`config.mk`:
```
export PLATFORM = sky130hd
export DESIGN_NAME = xdm_duty
export DESIGN_NICKNAME = d
export VERILOG_FILES = /design/src/rtl/core/xdm_pkg.sv /design/src/rtl/core/xdm_duty.sv
export SDC_FILE = /design/constraint.sdc
export NUM_CORES = 2
export LEC_CHECK = 0
export BUFFER_PORTS_ARGS = -buffer_cell sky130_fd_sc_hd__clkbuf_2
export CAP_MARGIN = 20
export CORE_ASPECT_RATIO = 0.8
export CORE_MARGIN = 2
export CORE_UTILIZATION = 71
export CTS_CLUSTER_DIAMETER = 40
export DETAILED_ROUTE_END_ITERATION = 6
export HOLD_SLACK_MARGIN = 0.15
export PLACE_DENSITY = 0.89
export SYNTH_ARGS = -nofsm -noshare
export SYNTH_HDL_FRONTEND = slang
export SYNTH_SLANG_ARGS = --single-unit
```
`constraint.sdc`:
```
create_clock -name clk -period 16.68 [get_ports clk]
set_input_delay 1.668 -clock clk [delete_from_list [all_inputs] [get_ports clk]]
set_output_delay 1.668 -clock clk [all_outputs]
set_load 0.005 [all_outputs]
```
`src/rtl/core/xdm_pkg.sv`:
```
// Shared constants, register codes and the sine series for the X-drive wheel mixer.
`default_nettype none

package xdm_pkg;

  localparam int SINE_TABLE_ENTRIES_DEF = 1024;
  localparam int DUTY_FULL_SCALE_DEF    = 255;

  localparam int CFG_IDX_W = 3;
  localparam int DATA_W    = 16;

  localparam logic [CFG_IDX_W-1:0] REG_DRIFT_GAIN       = 3'd0;
  localparam logic [CFG_IDX_W-1:0] REG_DRIFT_LIMIT      = 3'd1;
  localparam logic [CFG_IDX_W-1:0] REG_TRIM_FRONT_RIGHT = 3'd2;
  localparam logic [CFG_IDX_W-1:0] REG_TRIM_BACK_RIGHT  = 3'd3;
  localparam logic [CFG_IDX_W-1:0] REG_TRIM_BACK_LEFT   = 3'd4;
  localparam logic [CFG_IDX_W-1:0] REG_TRIM_FRONT_LEFT  = 3'd5;

  localparam logic [DATA_W-1:0] DRIFT_GAIN_RST  = 16'd256;
  localparam logic [DATA_W-1:0] DRIFT_LIMIT_RST = 16'd3277;
  localparam logic [DATA_W-1:0] TRIM_RST        = 16'd32768;

  localparam int WHEELS = 4;

  localparam longint unsigned HALF_PI_Q30 = 64'd1686629713;
  localparam longint unsigned ONE_Q30     = 64'd1073741824;

  // heading*N stays below 2^24 over the whole table size range
  localparam int          PHASE_W      = 24;
  localparam int          RECIP_W      = 25;
  localparam logic [24:0] RECIP_3600   = 25'd19088744;
  localparam int          RECIP_SHIFT  = 36;
  localparam logic [11:0] FULL_TURN    = 12'd3600;

  localparam int SC_W      = 17;
  localparam int SC_LAT    = 5;
  localparam int MIX_W     = 36;
  localparam int MAG_W     = 35;
  localparam int QUO_W     = 31;
  localparam int DUTY_LAT  = 3;
  localparam int DUTY_SHIFT = 45;
  localparam int DUTY_SPLIT = 22;

  function automatic logic [15:0] series_q15(longint unsigned x, logic odd);
    longint unsigned x2;
    longint unsigned term;
    longint unsigned tmp;
    longint          sum;
    begin
      x2   = (x * x) >> 30;
      term = odd ? x : ONE_Q30;
      sum  = longint'(term);
      for (int i = 1; i < 8; i++) begin
        tmp = (term * x2) >> 30;
        if (odd) begin
          case (i)
            1: term = tmp / 6;
            2: term = tmp / 20;
            3: term = tmp / 42;
            4: term = tmp / 72;
            5: term = tmp / 110;
            6: term = tmp / 156;
            default: term = tmp / 210;
          endcase
        end else begin
          case (i)
            1: term = tmp / 2;
            2: term = tmp / 12;
            3: term = tmp / 30;
            4: term = tmp / 56;
            5: term = tmp / 90;
            6: term = tmp / 132;
            default: term = tmp / 182;
          endcase
        end
        if (i % 2 == 1) sum = sum - longint'(term);
        else sum = sum + longint'(term);
      end
      if (sum < 0) sum = 0;
      sum = (sum + 16384) >>> 15;
      if (sum > 32768) sum = 32768;
      series_q15 = 16'(sum);
    end
  endfunction

endpackage

`default_nettype wire

```
`src/rtl/core/xdm_duty.sv`:
```
// Trim scaling and PWM duty with saturation for one wheel.
`default_nettype none

module xdm_duty #(
  parameter int DUTY_FULL_SCALE = xdm_pkg::DUTY_FULL_SCALE_DEF,
  parameter int QUO_W           = xdm_pkg::QUO_W
) (
  input  wire logic                        clk,
  input  wire logic                        en,
  input  wire logic [QUO_W-1:0]            r30,
  input  wire logic [xdm_pkg::DATA_W-1:0]  trim,
  output logic      [7:0]                  duty
);

  localparam int PW = QUO_W + xdm_pkg::DATA_W;
  localparam int SH = xdm_pkg::DUTY_SHIFT;
  localparam int SP = xdm_pkg::DUTY_SPLIT;
  localparam int HW = SH - SP + xdm_pkg::DATA_W;
  localparam int LW = SP + xdm_pkg::DATA_W;
  localparam logic [xdm_pkg::DATA_W-1:0] FS = xdm_pkg::DATA_W'(DUTY_FULL_SCALE);

  logic [PW-1:0]  p1;
  logic [HW-1:0]  hip;
  logic [LW-1:0]  lop;
  logic           ovf;
  logic [HW:0]    s;
  logic [HW-(SH-SP):0] d;

  assign s = (HW+1)'(hip) + (HW+1)'(lop >> SP);
  assign d = s[HW:SH-SP];

  always_ff @(posedge clk) begin
    if (en) begin
      p1  <= PW'(r30) * PW'(trim);
      hip <= HW'(p1[SH-1:SP]) * HW'(FS);
      lop <= LW'(p1[SP-1:0]) * LW'(FS);
      ovf <= |p1[PW-1:SH];
      if (ovf || d > (HW-(SH-SP)+1)'(FS)) duty <= FS[7:0];
      else duty <= d[7:0];
    end
  end

endmodule

`default_nettype wire
```
After elaboration in Yosys (flattened, before gate mapping)
Cells that the tools add are included.
- $add $sub $neg: 1
- $mul: 3
- divide/modulo/power cells: 0
- magnitude comparators: 1
- eq/ne operators: 0
- shift operators: 0
- multiplexer cells: 0
- bitwise logic cells: 0
- reduce and logical (&&, ||, !) cells: 2
- operators with widths (kind ; number):
    31-bit by 16-bit multiplier with 47-bit output ; 1
    31-bit by 8-bit adder with 32-bit output ; 1
    23-bit by 8-bit multiplier with 31-bit output (second input constant) ; 1
    22-bit by 8-bit multiplier with 30-bit output (second input constant) ; 1
    9-bit by 8-bit greater-than comparator with 1-bit output (second input constant) ; 1
    2-bit OR reduction ; 1
    1-bit logical OR ; 1
- register bits: 117
- latch bits: 0
- bits in writable memories: 0
- bits in read-only memories: 0
- input bits: 49
- output and inout bits: 8
- memories: 0

Logic depth before layout (Yosys ltp)
- depth after elaboration: 3
- mapped depth: 23
- mapped depth without buffers: 22

Worst setup path after synthesis
No wires, ideal clock.
- kind: input to register
- start point: in r30[28]
- end point: reg p1[40] (data pin)
- library setup time: 0.137 ns
- data arrival time: 7.375 ns
- slack: 9.167 ns
- stages on the path: 23
- cell sequence: clkbuf_1 > nand2_1 > fa_1 > inv_1 > fa_1 > inv_1 > fa_1 > inv_1 > fa_1 > fa_1 > inv_1 > fa_1 > inv_1 > ha_1 > buf_2 > a21o_1 > a31oi_1 > o211ai_1 > or4_4 > o211ai_2 > a21oi_1 > or4b_1 > nand4_1
- word-level cells in the longest chain between the ends: 1
- RTL lines (item ; line ; RTL):
    start, declared ; xdm_duty.sv:10 ; input wire logic [QUO_W-1:0] r30,
    31-bit by 16-bit multiplier with 47-bit output ; xdm_duty.sv:34 ; p1 <= PW'(r30) * PW'(trim);
    end signal, assigned ; xdm_duty.sv:34 ;
    end, declared ; xdm_duty.sv:22 ; logic [PW-1:0] p1;
No other way between the ends.
A chain may end at the register's enable or synchronous reset.

Final worst setup path
- start point: in trim[2] (netlist bit)
- end point: reg p1[41] (data pin)
- word-level cells in the longest chain between the ends: 1
- RTL lines (item ; line ; RTL):
    start, declared ; xdm_duty.sv:11 ; input wire logic [xdm_pkg::DATA_W-1:0] trim,
    31-bit by 16-bit multiplier with 47-bit output ; xdm_duty.sv:34 ;
No other way between the ends.

==> results.ini <==
[critical_path]
reg2reg_depth = 15
worst_path_most_repeated_cell = fa_1
arrival_ns = 8.00
max_stage_delay_ns = 0.58
slowest_stage = clkbuf_2
critPathCaptureType = register
path_cells = clkbuf_2, nand2_1, fa_1, fa_1, fa_1, inv_1, fa_1, fa_1, inv_1, fa_1, inv_1, ha_1, nand3_1, nor4_1, o311ai_2, a211oi_1, o31a_2, a21oi_1, o21ai_0, xor2_1
cp.required_ns = 16.78
critical_path_class = in -> reg
cp-start-kind = input pin
path_max_fanout = 31
r2r_slack_ns = 11.44

[cts]
post_cts_resize_count = 0
ctsHoldBuffers = 0
cts_setup_buffers = 0
clockBufferDepth = 2
clkTransAtPathRegs_ns = 0.07
cts_sinks = 95
clockRootBuffer = clkbuf_16
h-tree-depth = 3
cts_made_buffers = 9
cts_tree = done
clk_latency_ns = 0.36

[logic_synthesis]
synth_ff_type = edfxtp_1
yosys-top-cells-area = fa_1 (46%), edfxtp_1 (11%), ha_1 (11%), inv_1 (9.7%), and2_1 (4.9%)
synth_cell_type_count = 67
async_flop_share = 0
seq_area_frac_synth = 0.107
avgSynthCellArea_sq_um = 9.69
synth-edff-count = 95
synth-seq-cells = 95
syn_inst = 2746
yosysTopAreaCell = fa_1
yosys_warnings = 0
synth.cell_area_sq_um = 26600
syn_nets = 3628
yosysTopAreaCellShare = 0.457

[route]
wire_per_inst_microns = 19.4
vias_per_cell = 5.88
dr.pass1.iters = 5
totalWireLength_microns = 62400
ant_nets = 0
drt_iter0_markers = 1683
drc = 0
routed-via-count = 18880

[final_layout]
fillers = 2394
antennaDiodeCount = 0
nNetsFinal = 3603
mostFrequentLayoutCell = inv_1
drive_gt1_frac = 0.0327
final_cell_mix = inv_1 (685), fa_1 (608), nand2_1 (339)
synthToLayoutAreaGrowth_pct = 3.15
regArea_sq_um = 2850
multiInputGateArea_sq_um = 20800

[placed_design]
dp_hpwl_microns = 50400
gp_congestion = 0.950
numPortBuffers = 56

[floorplanning]
core.rowCount = 63
num_io_pins = 57
die_h_microns = 177
coreArea_sq_um = 37000
start_util = 0.720
die_x_microns = 220
dieArea_sq_um = 39100

[run_status]
status = complete, no violations

[timing]
slew_headroom = 0.345
finalMaxSlewViolations = 0
finalHoldViolations = 0
period_share = 0.473
fmax_ghz = 0.127
rsz0062_at_grt = false
final.min_clock_period_ns = 7.90
tightest_slew_ns = 0.973
setup_viol = 0
skew_ns = 0.0145
tns_ns = 0

[grt]
first_global_vias = 20769
grt_pass1_wl_microns = 104000
grt_max_degree = 96
grt_antenna_before_repair = 0
grt_overflow_total = 0
grt_use_total = 0.342

[hold_path]
hp-class = reg -> reg
min_path_cells = 1

[run]
cap_viol_max_count = 0

through the flow:
step	hold slack, ns	util	cells	worst slack [ns]	cell area [sq um]
detailed placement	0.491	0.735	3196	8.48	27200
global placement	0.494	0.735	3196	8.64	27200
CTS	0.507	0.742	3211	8.87	27400
global route	0.518	0.743	3212	8.43	27500
finish	0.504	0.743	3212	8.78	27500
floorplan	0.479	-	2746	9.17	26600
per-layer routing:
layer  routed length [microns]  track usage
met1                     25000        0.474
met4                      1500       0.0884
met5                         0            0
met3                      6910       0.0873
met2                     28900        0.546
critical path, delay by kind of cell:
kind / cells / cell delay [ns]
AOI/OAI and AO/OA: 5 / 1.31
xor gates and xnor gates: 1 / 0.11
adders and majority gates: 7 / 3.36
buffers and inverters: 4 / 0.72
and+or+nand+nor: 3 / 0.79
worst paths after layout:
check / from / to
worst min register to register: p1[46] / ovf
worst max register to register: p1[24] / hip[25]
worst max-delay path: trim[2] / p1[41]
worst min-delay path: p1[46] / ovf
cell families (layout without fill, tap and decap cells):
logic type | Yosys count | count (layout) | synth area share
fa+ha+maj | 833 | 833 | 0.563
mux | 3 | 3 | 0.00118
buf+inv | 778 | 757 | 0.110
xor+xnor | 74 | 74 | 0.0244
compound gates | 250 | 250 | 0.0642
flops | 95 | 95 | 0.107
simple gates | 713 | 713 | 0.130
area by class of cell:
type	instances	share of cell area
sequential	95	0.104
clock inverter	5	0.00155
timing repair buffer	57	0.0113
inverter	685	0.0937
tap	487	0.0222
clock buffer	10	0.00834
multi-input combinational	1873	0.759
Yosys cell counts, drive strengths merged (9+ instances only):
cell type	number
a21oi	76
nand3	27
nor2	44
nand4	13
edfxtp	95
a21o	44
xor2	19
fa	608
nor3	26
o21a	13
o31a	10
and2	207
nand2	339
xnor2	55
a31oi	10
ha	225
o21ai	32
o21bai	9
inv	685
clkbuf	90
o211ai	9
nor2b	10
and3	13
state kept, by name, summed over array words and instances, names as in the netlist:
| register | cells |
|---|---|
| hip | 31 |
| lop | 8 |
| ovf | 1 |
| duty | 8 |
| p1 | 47 |
Power is not shown: default switching activity piles up to over one toggle a cycle in this logic, so the estimate is an artifact.
