## src/rtl/core/xdm_pkg.sv

```systemverilog
// Shared constants, register codes and the sine series for the X-drive wheel mixer.
`default_nettype none

package xdm_pkg;

  localparam int SINE_TABLE_ENTRIES_DEF = 1024;
  localparam int DUTY_FULL_SCALE_DEF    = 255;

  localparam int CFG_IDX_W = 3;
  localparam int DATA_W    = 16;

  localparam logic [CFG_IDX_W-1:0] REG_DRIFT_GAIN       = 3'd0;
  localparam logic [CFG_IDX_W-1:0] REG_DRIFT_LIMIT      = 3'd1;
  localparam logic [CFG_IDX_W-1:0] REG_TRIM_FRONT_RIGHT = 3'd2;
  localparam logic [CFG_IDX_W-1:0] REG_TRIM_BACK_RIGHT  = 3'd3;
  localparam logic [CFG_IDX_W-1:0] REG_TRIM_BACK_LEFT   = 3'd4;
  localparam logic [CFG_IDX_W-1:0] REG_TRIM_FRONT_LEFT  = 3'd5;

  localparam logic [DATA_W-1:0] DRIFT_GAIN_RST  = 16'd256;
  localparam logic [DATA_W-1:0] DRIFT_LIMIT_RST = 16'd3277;
  localparam logic [DATA_W-1:0] TRIM_RST        = 16'd32768;

  localparam int WHEELS = 4;

  localparam longint unsigned HALF_PI_Q30 = 64'd1686629713;
  localparam longint unsigned ONE_Q30     = 64'd1073741824;

  // heading*N stays below 2^24 over the whole table size range
  localparam int          PHASE_W      = 24;
  localparam int          RECIP_W      = 25;
  localparam logic [24:0] RECIP_3600   = 25'd19088744;
  localparam int          RECIP_SHIFT  = 36;
  localparam logic [11:0] FULL_TURN    = 12'd3600;

  localparam int SC_W      = 17;
  localparam int SC_LAT    = 5;
  localparam int MIX_W     = 36;
  localparam int MAG_W     = 35;
  localparam int QUO_W     = 31;
  localparam int DUTY_LAT  = 3;
  localparam int DUTY_SHIFT = 45;
  localparam int DUTY_SPLIT = 22;

  function automatic logic [15:0] series_q15(longint unsigned x, logic odd);
    longint unsigned x2;
    longint unsigned term;
    longint unsigned tmp;
    longint          sum;
    begin
      x2   = (x * x) >> 30;
      term = odd ? x : ONE_Q30;
      sum  = longint'(term);
      for (int i = 1; i < 8; i++) begin
        tmp = (term * x2) >> 30;
        if (odd) begin
          case (i)
            1: term = tmp / 6;
            2: term = tmp / 20;
            3: term = tmp / 42;
            4: term = tmp / 72;
            5: term = tmp / 110;
            6: term = tmp / 156;
            default: term = tmp / 210;
          endcase
        end else begin
          case (i)
            1: term = tmp / 2;
            2: term = tmp / 12;
            3: term = tmp / 30;
            4: term = tmp / 56;
            5: term = tmp / 90;
            6: term = tmp / 132;
            default: term = tmp / 182;
          endcase
        end
        if (i % 2 == 1) sum = sum - longint'(term);
        else sum = sum + longint'(term);
      end
      if (sum < 0) sum = 0;
      sum = (sum + 16384) >>> 15;
      if (sum > 32768) sum = 32768;
      series_q15 = 16'(sum);
    end
  endfunction

endpackage

`default_nettype wire

```

## src/rtl/core/xdm_div.sv

```systemverilog
// Pipelined restoring divider, one quotient bit per stage, for wheel normalization.
`default_nettype none

module xdm_div #(
  parameter int MAG_W = xdm_pkg::MAG_W,
  parameter int QUO_W = xdm_pkg::QUO_W
) (
  input  wire logic             clk,
  input  wire logic             en,
  input  wire logic [MAG_W-1:0] num,
  input  wire logic [MAG_W-1:0] den,
  output logic      [QUO_W-1:0] quo
);

  logic [MAG_W-1:0] rem [QUO_W];
  logic [MAG_W-1:0] dv  [QUO_W];
  logic [QUO_W-1:0] qb  [QUO_W];

  always_ff @(posedge clk) begin
    if (en) begin
      if (num >= den) begin
        rem[0] <= num - den;
        qb[0]  <= QUO_W'(1);
      end else begin
        rem[0] <= num;
        qb[0]  <= '0;
      end
      dv[0] <= den;
    end
  end

  for (genvar j = 1; j < QUO_W; j++) begin : g_stage
    logic [MAG_W:0] t;
    logic           ge;
    assign t  = {rem[j-1], 1'b0};
    assign ge = t >= {1'b0, dv[j-1]};
    always_ff @(posedge clk) begin
      if (en) begin
        rem[j] <= ge ? MAG_W'(t - {1'b0, dv[j-1]}) : MAG_W'(t);
        dv[j]  <= dv[j-1];
        qb[j]  <= {qb[j-1][QUO_W-2:0], ge};
      end
    end
  end

  assign quo = qb[QUO_W-1];

endmodule

`default_nettype wire

```

## config.mk

```make
export PLATFORM = sky130hd
export DESIGN_NAME = xdm_div
export DESIGN_NICKNAME = d
export VERILOG_FILES = /design/src/rtl/core/xdm_pkg.sv /design/src/rtl/core/xdm_div.sv
export SDC_FILE = /design/constraint.sdc
export NUM_CORES = 2
export LEC_CHECK = 0
export ABC_CLOCK_PERIOD_IN_PS = 11900
export BUFFER_PORTS_ARGS = -buffer_cell sky130_fd_sc_hd__buf_2
export CAP_MARGIN = 20
export CORE_AREA = 2 2 548 550
export CTS_BUF_LIST = sky130_fd_sc_hd__clkbuf_8
export CTS_CLUSTER_DIAMETER = 60
export DETAILED_ROUTE_END_ITERATION = 8
export DIE_AREA = 0 0 550 552
export PLACE_DENSITY = 0.71
export SYNTH_ARGS = -nofsm -noshare
export SYNTH_HDL_FRONTEND = slang
export SYNTH_SLANG_ARGS = --single-unit
export TNS_END_PERCENT = 1
```

## constraint.sdc

```tcl
create_clock -name clk -period 11.9 [get_ports clk]
set_clock_uncertainty 0.05 [all_clocks]
set_input_delay 3.57 -clock clk [delete_from_list [all_inputs] [get_ports clk]]
set_output_delay 3.57 -clock clk [all_outputs]
set_load 0.01 [all_outputs]
```

### After elaboration in Yosys (flattened, before gate mapping)

Memory sizes are Yosys's and may differ from the RTL's.
Index checks and enable logic that the tools add are counted.

* add/sub/neg operators: 31
* magnitude comparators: 31
* muxes and demuxes: 40
* bitwise gates (word level): 2

Operators with widths (number)
* $mux W35: 31
* $sub A35 B35 Y35: 31
* $ge A36 B35 Y1: 30
* $ge A35 B35 Y1: 1
* $mux W31: 1
* $mux W1: 8
* $or A1 B1 Y1: 2

* register bits after elaboration: 0
* bits in writable memories: 3131
* input port bits: 72
* output and inout bits: 31
* logic and storage cells: 107
* memories: 3

Memory list
* dv: depth 31, width 35, rd ports 30, clocked after Yosys merged registers in 0, write ports 31, RTL line xdm_div.sv:16 `logic [MAG_W-1:0] dv [QUO_W];`
* rem: depth 31, width 35, rd ports 30, clocked after Yosys merged registers in 0, write ports 31, RTL line xdm_div.sv:15 `logic [MAG_W-1:0] rem [QUO_W];`
* qb: depth 31, width 31, rd ports 31, clocked after Yosys merged registers in 0, write ports 31, RTL line xdm_div.sv:17 `logic [QUO_W-1:0] qb [QUO_W];`

### Longest topological paths before layout

* depth in word-level cells: 5
* gate-level depth with buffers: 16
* depth with buffers taken out: 13

### Least setup slack after synthesis

No wires, ideal clock.

* kind: input port to flip-flop
* start point: input den[1]
* end point: memory rem[0][14], data pin
* library setup time: 0.260 ns
* data arrival time: 5.964 ns
* data required time: 11.590 ns
* path slack: 5.626 ns
* stages: 12
* path buffers: 1
* cell sequence: inv_1 > ha_1 > nor2b_1 > o31ai_2 > a21oi_1 > o41a_1 > o21ai_1 > a21oi_1 > a21oi_1 > o21bai_2 > buf_2 > mux2_2

RTL lines
* start, declared: RTL line xdm_div.sv:11 `input wire logic [MAG_W-1:0] den,`
* end, declared: RTL line xdm_div.sv:15

==> metrics.cfg <==
[clocking]
ctsRootBufferMaster=clkbuf_8
postCtsSetupRepairBufs=0
h-tree-depth=5
cts_resized=0
cts_buffers=434
hold_buffers=0
clk_pin_slew_worst_paths_ns=0.06
clk_latency_ns=1.10
cts_num_sinks=2596
cts_tree=done
cts.path.max_buffers=4

[power_and_ir_drop]
power_w=0.0436
max-vdd-ir-drop_mv=0.203
power_density_nw_per_um2=274
cellLeakagePower_nw=65.4

[critical_path]
path_max_fanout=59
max_stage_delay_ns=0.51
critical_path_buf_inv_count=3
path_cells=buf_2, inv_1, ha_1, nor2b_1, o31ai_2, a21oi_1, o41a_1, o21ai_1, a21oi_1, a21oi_1, o21bai_4, buf_4, mux2_2
worstSetupPathDepth=13
cp.required_ns=12.64
cp_common_cell=a21oi_1
cp_top_family=compound AO/OA/AOI/OAI gates
crit_path_start_kind=input pin
critPathSlowestCell=buf_4
critPathArrivalTime_ns=6.96
reg2reg_depth=11
setup.worst_path.end_class=flop
worst-setup-path-type=input pin to flop

[route]
vias=98800
drt_iter0_markers=8073
routed_wl_um=324000
dr.pass1.iters=6
ant_nets=0
routed_via_density=5.58
wl_per_cell_um=18.3
drc=0

[sta]
tightest_slew_ns=1.30
min_period_ns=6.22
fin_tns_setup_ns=0
clock.fmax_mhz=161
setup_violations=0
timing_hold_violations_final=0
drv_slew=0
slew-limit-headroom_pct=13.2
post-route-period-util_pct=52.3
rsz0062_at_grt=no

[yosys]
yosysSeqAreaShare_pct=53.7
synth_area_leader_cell=edfxtp_1
synth_edf_count=2596
syn_area_per_cell_um2=11.1
synth_top_area_share_pct=53.7
ys_async_sr_fraction_pct=0
synthesis.nets=14300
ys_seq_elements=2596
synth_area_leaders=edfxtp_1 54%, ha_1 9.3%, a21oi_1 4.2%, inv_1 3.5%, o21ai_0 3.1%
ys_types=101
synth_ff_type=edfxtp_1
syn_inst=13100
netlist_area_um2=145000
yosysWarnings=0

[cells_and_area]
drive_gt1_share_pct=7.82
area_delta_synth_final_pct=9.37
final_nets=14600
finish.utilization_pct=53.2

[floorplanning]
fp.dieW_um=550
die_y_um=552
start_util_pct=48.7
ios=103
die_area_um2=304000
rows=201
coreArea_um2=298000

[grt]
grt_pass1_vias=95200
grt_usage_pct=20.9
grt_remaining_overflow=0
grt_pass1_wl_um=513000
grt_max_degree=192
antenna_found_initial=6

[placement]
place_hpwl_um=239000
gp_congestion=0.934
io_buffers=102

[outcome]
outcome=finished clean

[worst_hold_path]
hold_depth=0
min_path_type=flop to flop

[job]
drv_cap=0

-- routing by layer --
metal | vias up | part of all wire, % | global-route usage [%]
met2 | 2501 | 49 | 36.0
met3 | 711 | 4.6 | 2.55
li1 | 48400 | - | -
met5 | - | 0.017 | 0
met1 | 47200 | 42 | 26.5
met4 | 8 | 4.1 | 8.55
-- sequential cells by signal, indices dropped and copies added (netlist names) --
signal / cells
qb: 496
rem: 1050
dv: 1050
-- where the power goes --
group	total, W	switching, W	leakage (nW)	internal [W]
clock	0.00800	0.00374	4.76	0.00426
sequential	0.0153	0.00156	25.4	0.0138
combinational	0.0203	0.0117	35.3	0.00852
-- cell usage in the layout (no fill, tap or decap), types with 29 or more instances in the layout --
cell	count
a21o_1	532
nor3_1	92
nor2_1	846
o21bai_1	166
nand2_1	948
and4_1	29
mux2_2	195
a31oi_1	111
nand2b_1	151
buf_4	46
clkbuf_8	435
ha_1	1084
nor2b_1	117
a211o_1	30
nand4_1	146
xnor2_1	512
o21ai_0	907
a2111oi_0	29
xor2_1	403
or3_1	39
and3_1	97
clkinv_2	73
nor4_1	43
and2_1	57
a211oi_1	71
edfxtp_1	2596
o31ai_1	72
clkinv_1	115
o21a_1	120
o211ai_1	37
inv_1	1454
bufinv_16	37
a21boi_0	30
nand3_1	213
a21oi_1	1214
buf_2	102
fa_1	30
or2_2	42
-- layout make-up --
class | count | area, um^2
sequential | 2596 | 78000
antenna | 2 | 5.00
inverter | 1370 | 5140
timing repair buffer | 166 | 1160
clock buffer | 435 | 5990
tap | 3958 | 4950
multi-input combinational | 8811 | 60900
fill | 25800 | 139000
clock inverter | 355 | 2700
-- path summary, 6_finish.rpt --
check / from / to / slack (ns)
max: den[1] / rem[0][8]$_DFFE_PP_ / 5.68
min: qb[4][95]$_DFFE_PP_ / qb[5][3]$_DFFE_PP_ / 0.29
max reg2reg: rem[1][5]$_DFFE_PP_ / rem[2][29]$_DFFE_PP_ / 7.25
min reg2reg: qb[4][95]$_DFFE_PP_ / qb[5][3]$_DFFE_PP_ / 0.29
-- worst register-to-register path, delay by kind of cell (launching register included) --
kind                     cells  cell delay [ns]
adder cells (fa/ha/maj)      1             0.40
AO/OA/AOI/OAI                4             1.12
flip-flops                   1             0.41
buffers and inverters        2             0.79
AND/OR/NAND/NOR              3             1.32
multiplexers                 1             0.32
-- metrics by stage --
| step | std cells | hold slack [ns] | worst slack [ns] | instance area (um^2) |
|---|---|---|---|---|
| 6_report | 17700 | 0.293 | 5.68 | 159000 |
| 5_1_grt | 17700 | 0.313 | 5.54 | 159000 |
| 4_1_cts | 17700 | 0.297 | 5.87 | 159000 |
| 3_5_place_dp | 16900 | 0.355 | 4.70 | 150000 |
| 3_3_place_gp | 16900 | 0.350 | 4.70 | 150000 |
| 2_1_floorplan | 13100 | 0.350 | 5.63 | 145000 |
-- cells by family (layout without fill, tap and decap cells) --
kind of cell	after synthesis	after routing	synth area share, %
fa+ha+maj	1114	1114	9.75
flops	2596	2596	53.7
compound gates	3665	3665	15.6
other cells	0	2	0
simple gates	2902	2902	9.30
mux	215	215	1.65
xor+xnor	915	915	5.52
buf+inv	1676	2326	4.50
-- synth_stat cells (195+ instances only) --
cell,instances
xor2_1,403
mux2_2,195
a21oi_1,1218
nand3_1,213
o21ai_0,907
ha_1,1084
nor2_1,847
inv_1,1364
edfxtp_1,2596
xnor2_1,512
a21o_1,532
nand2_1,948
Power figures use the tool's default switching activity.
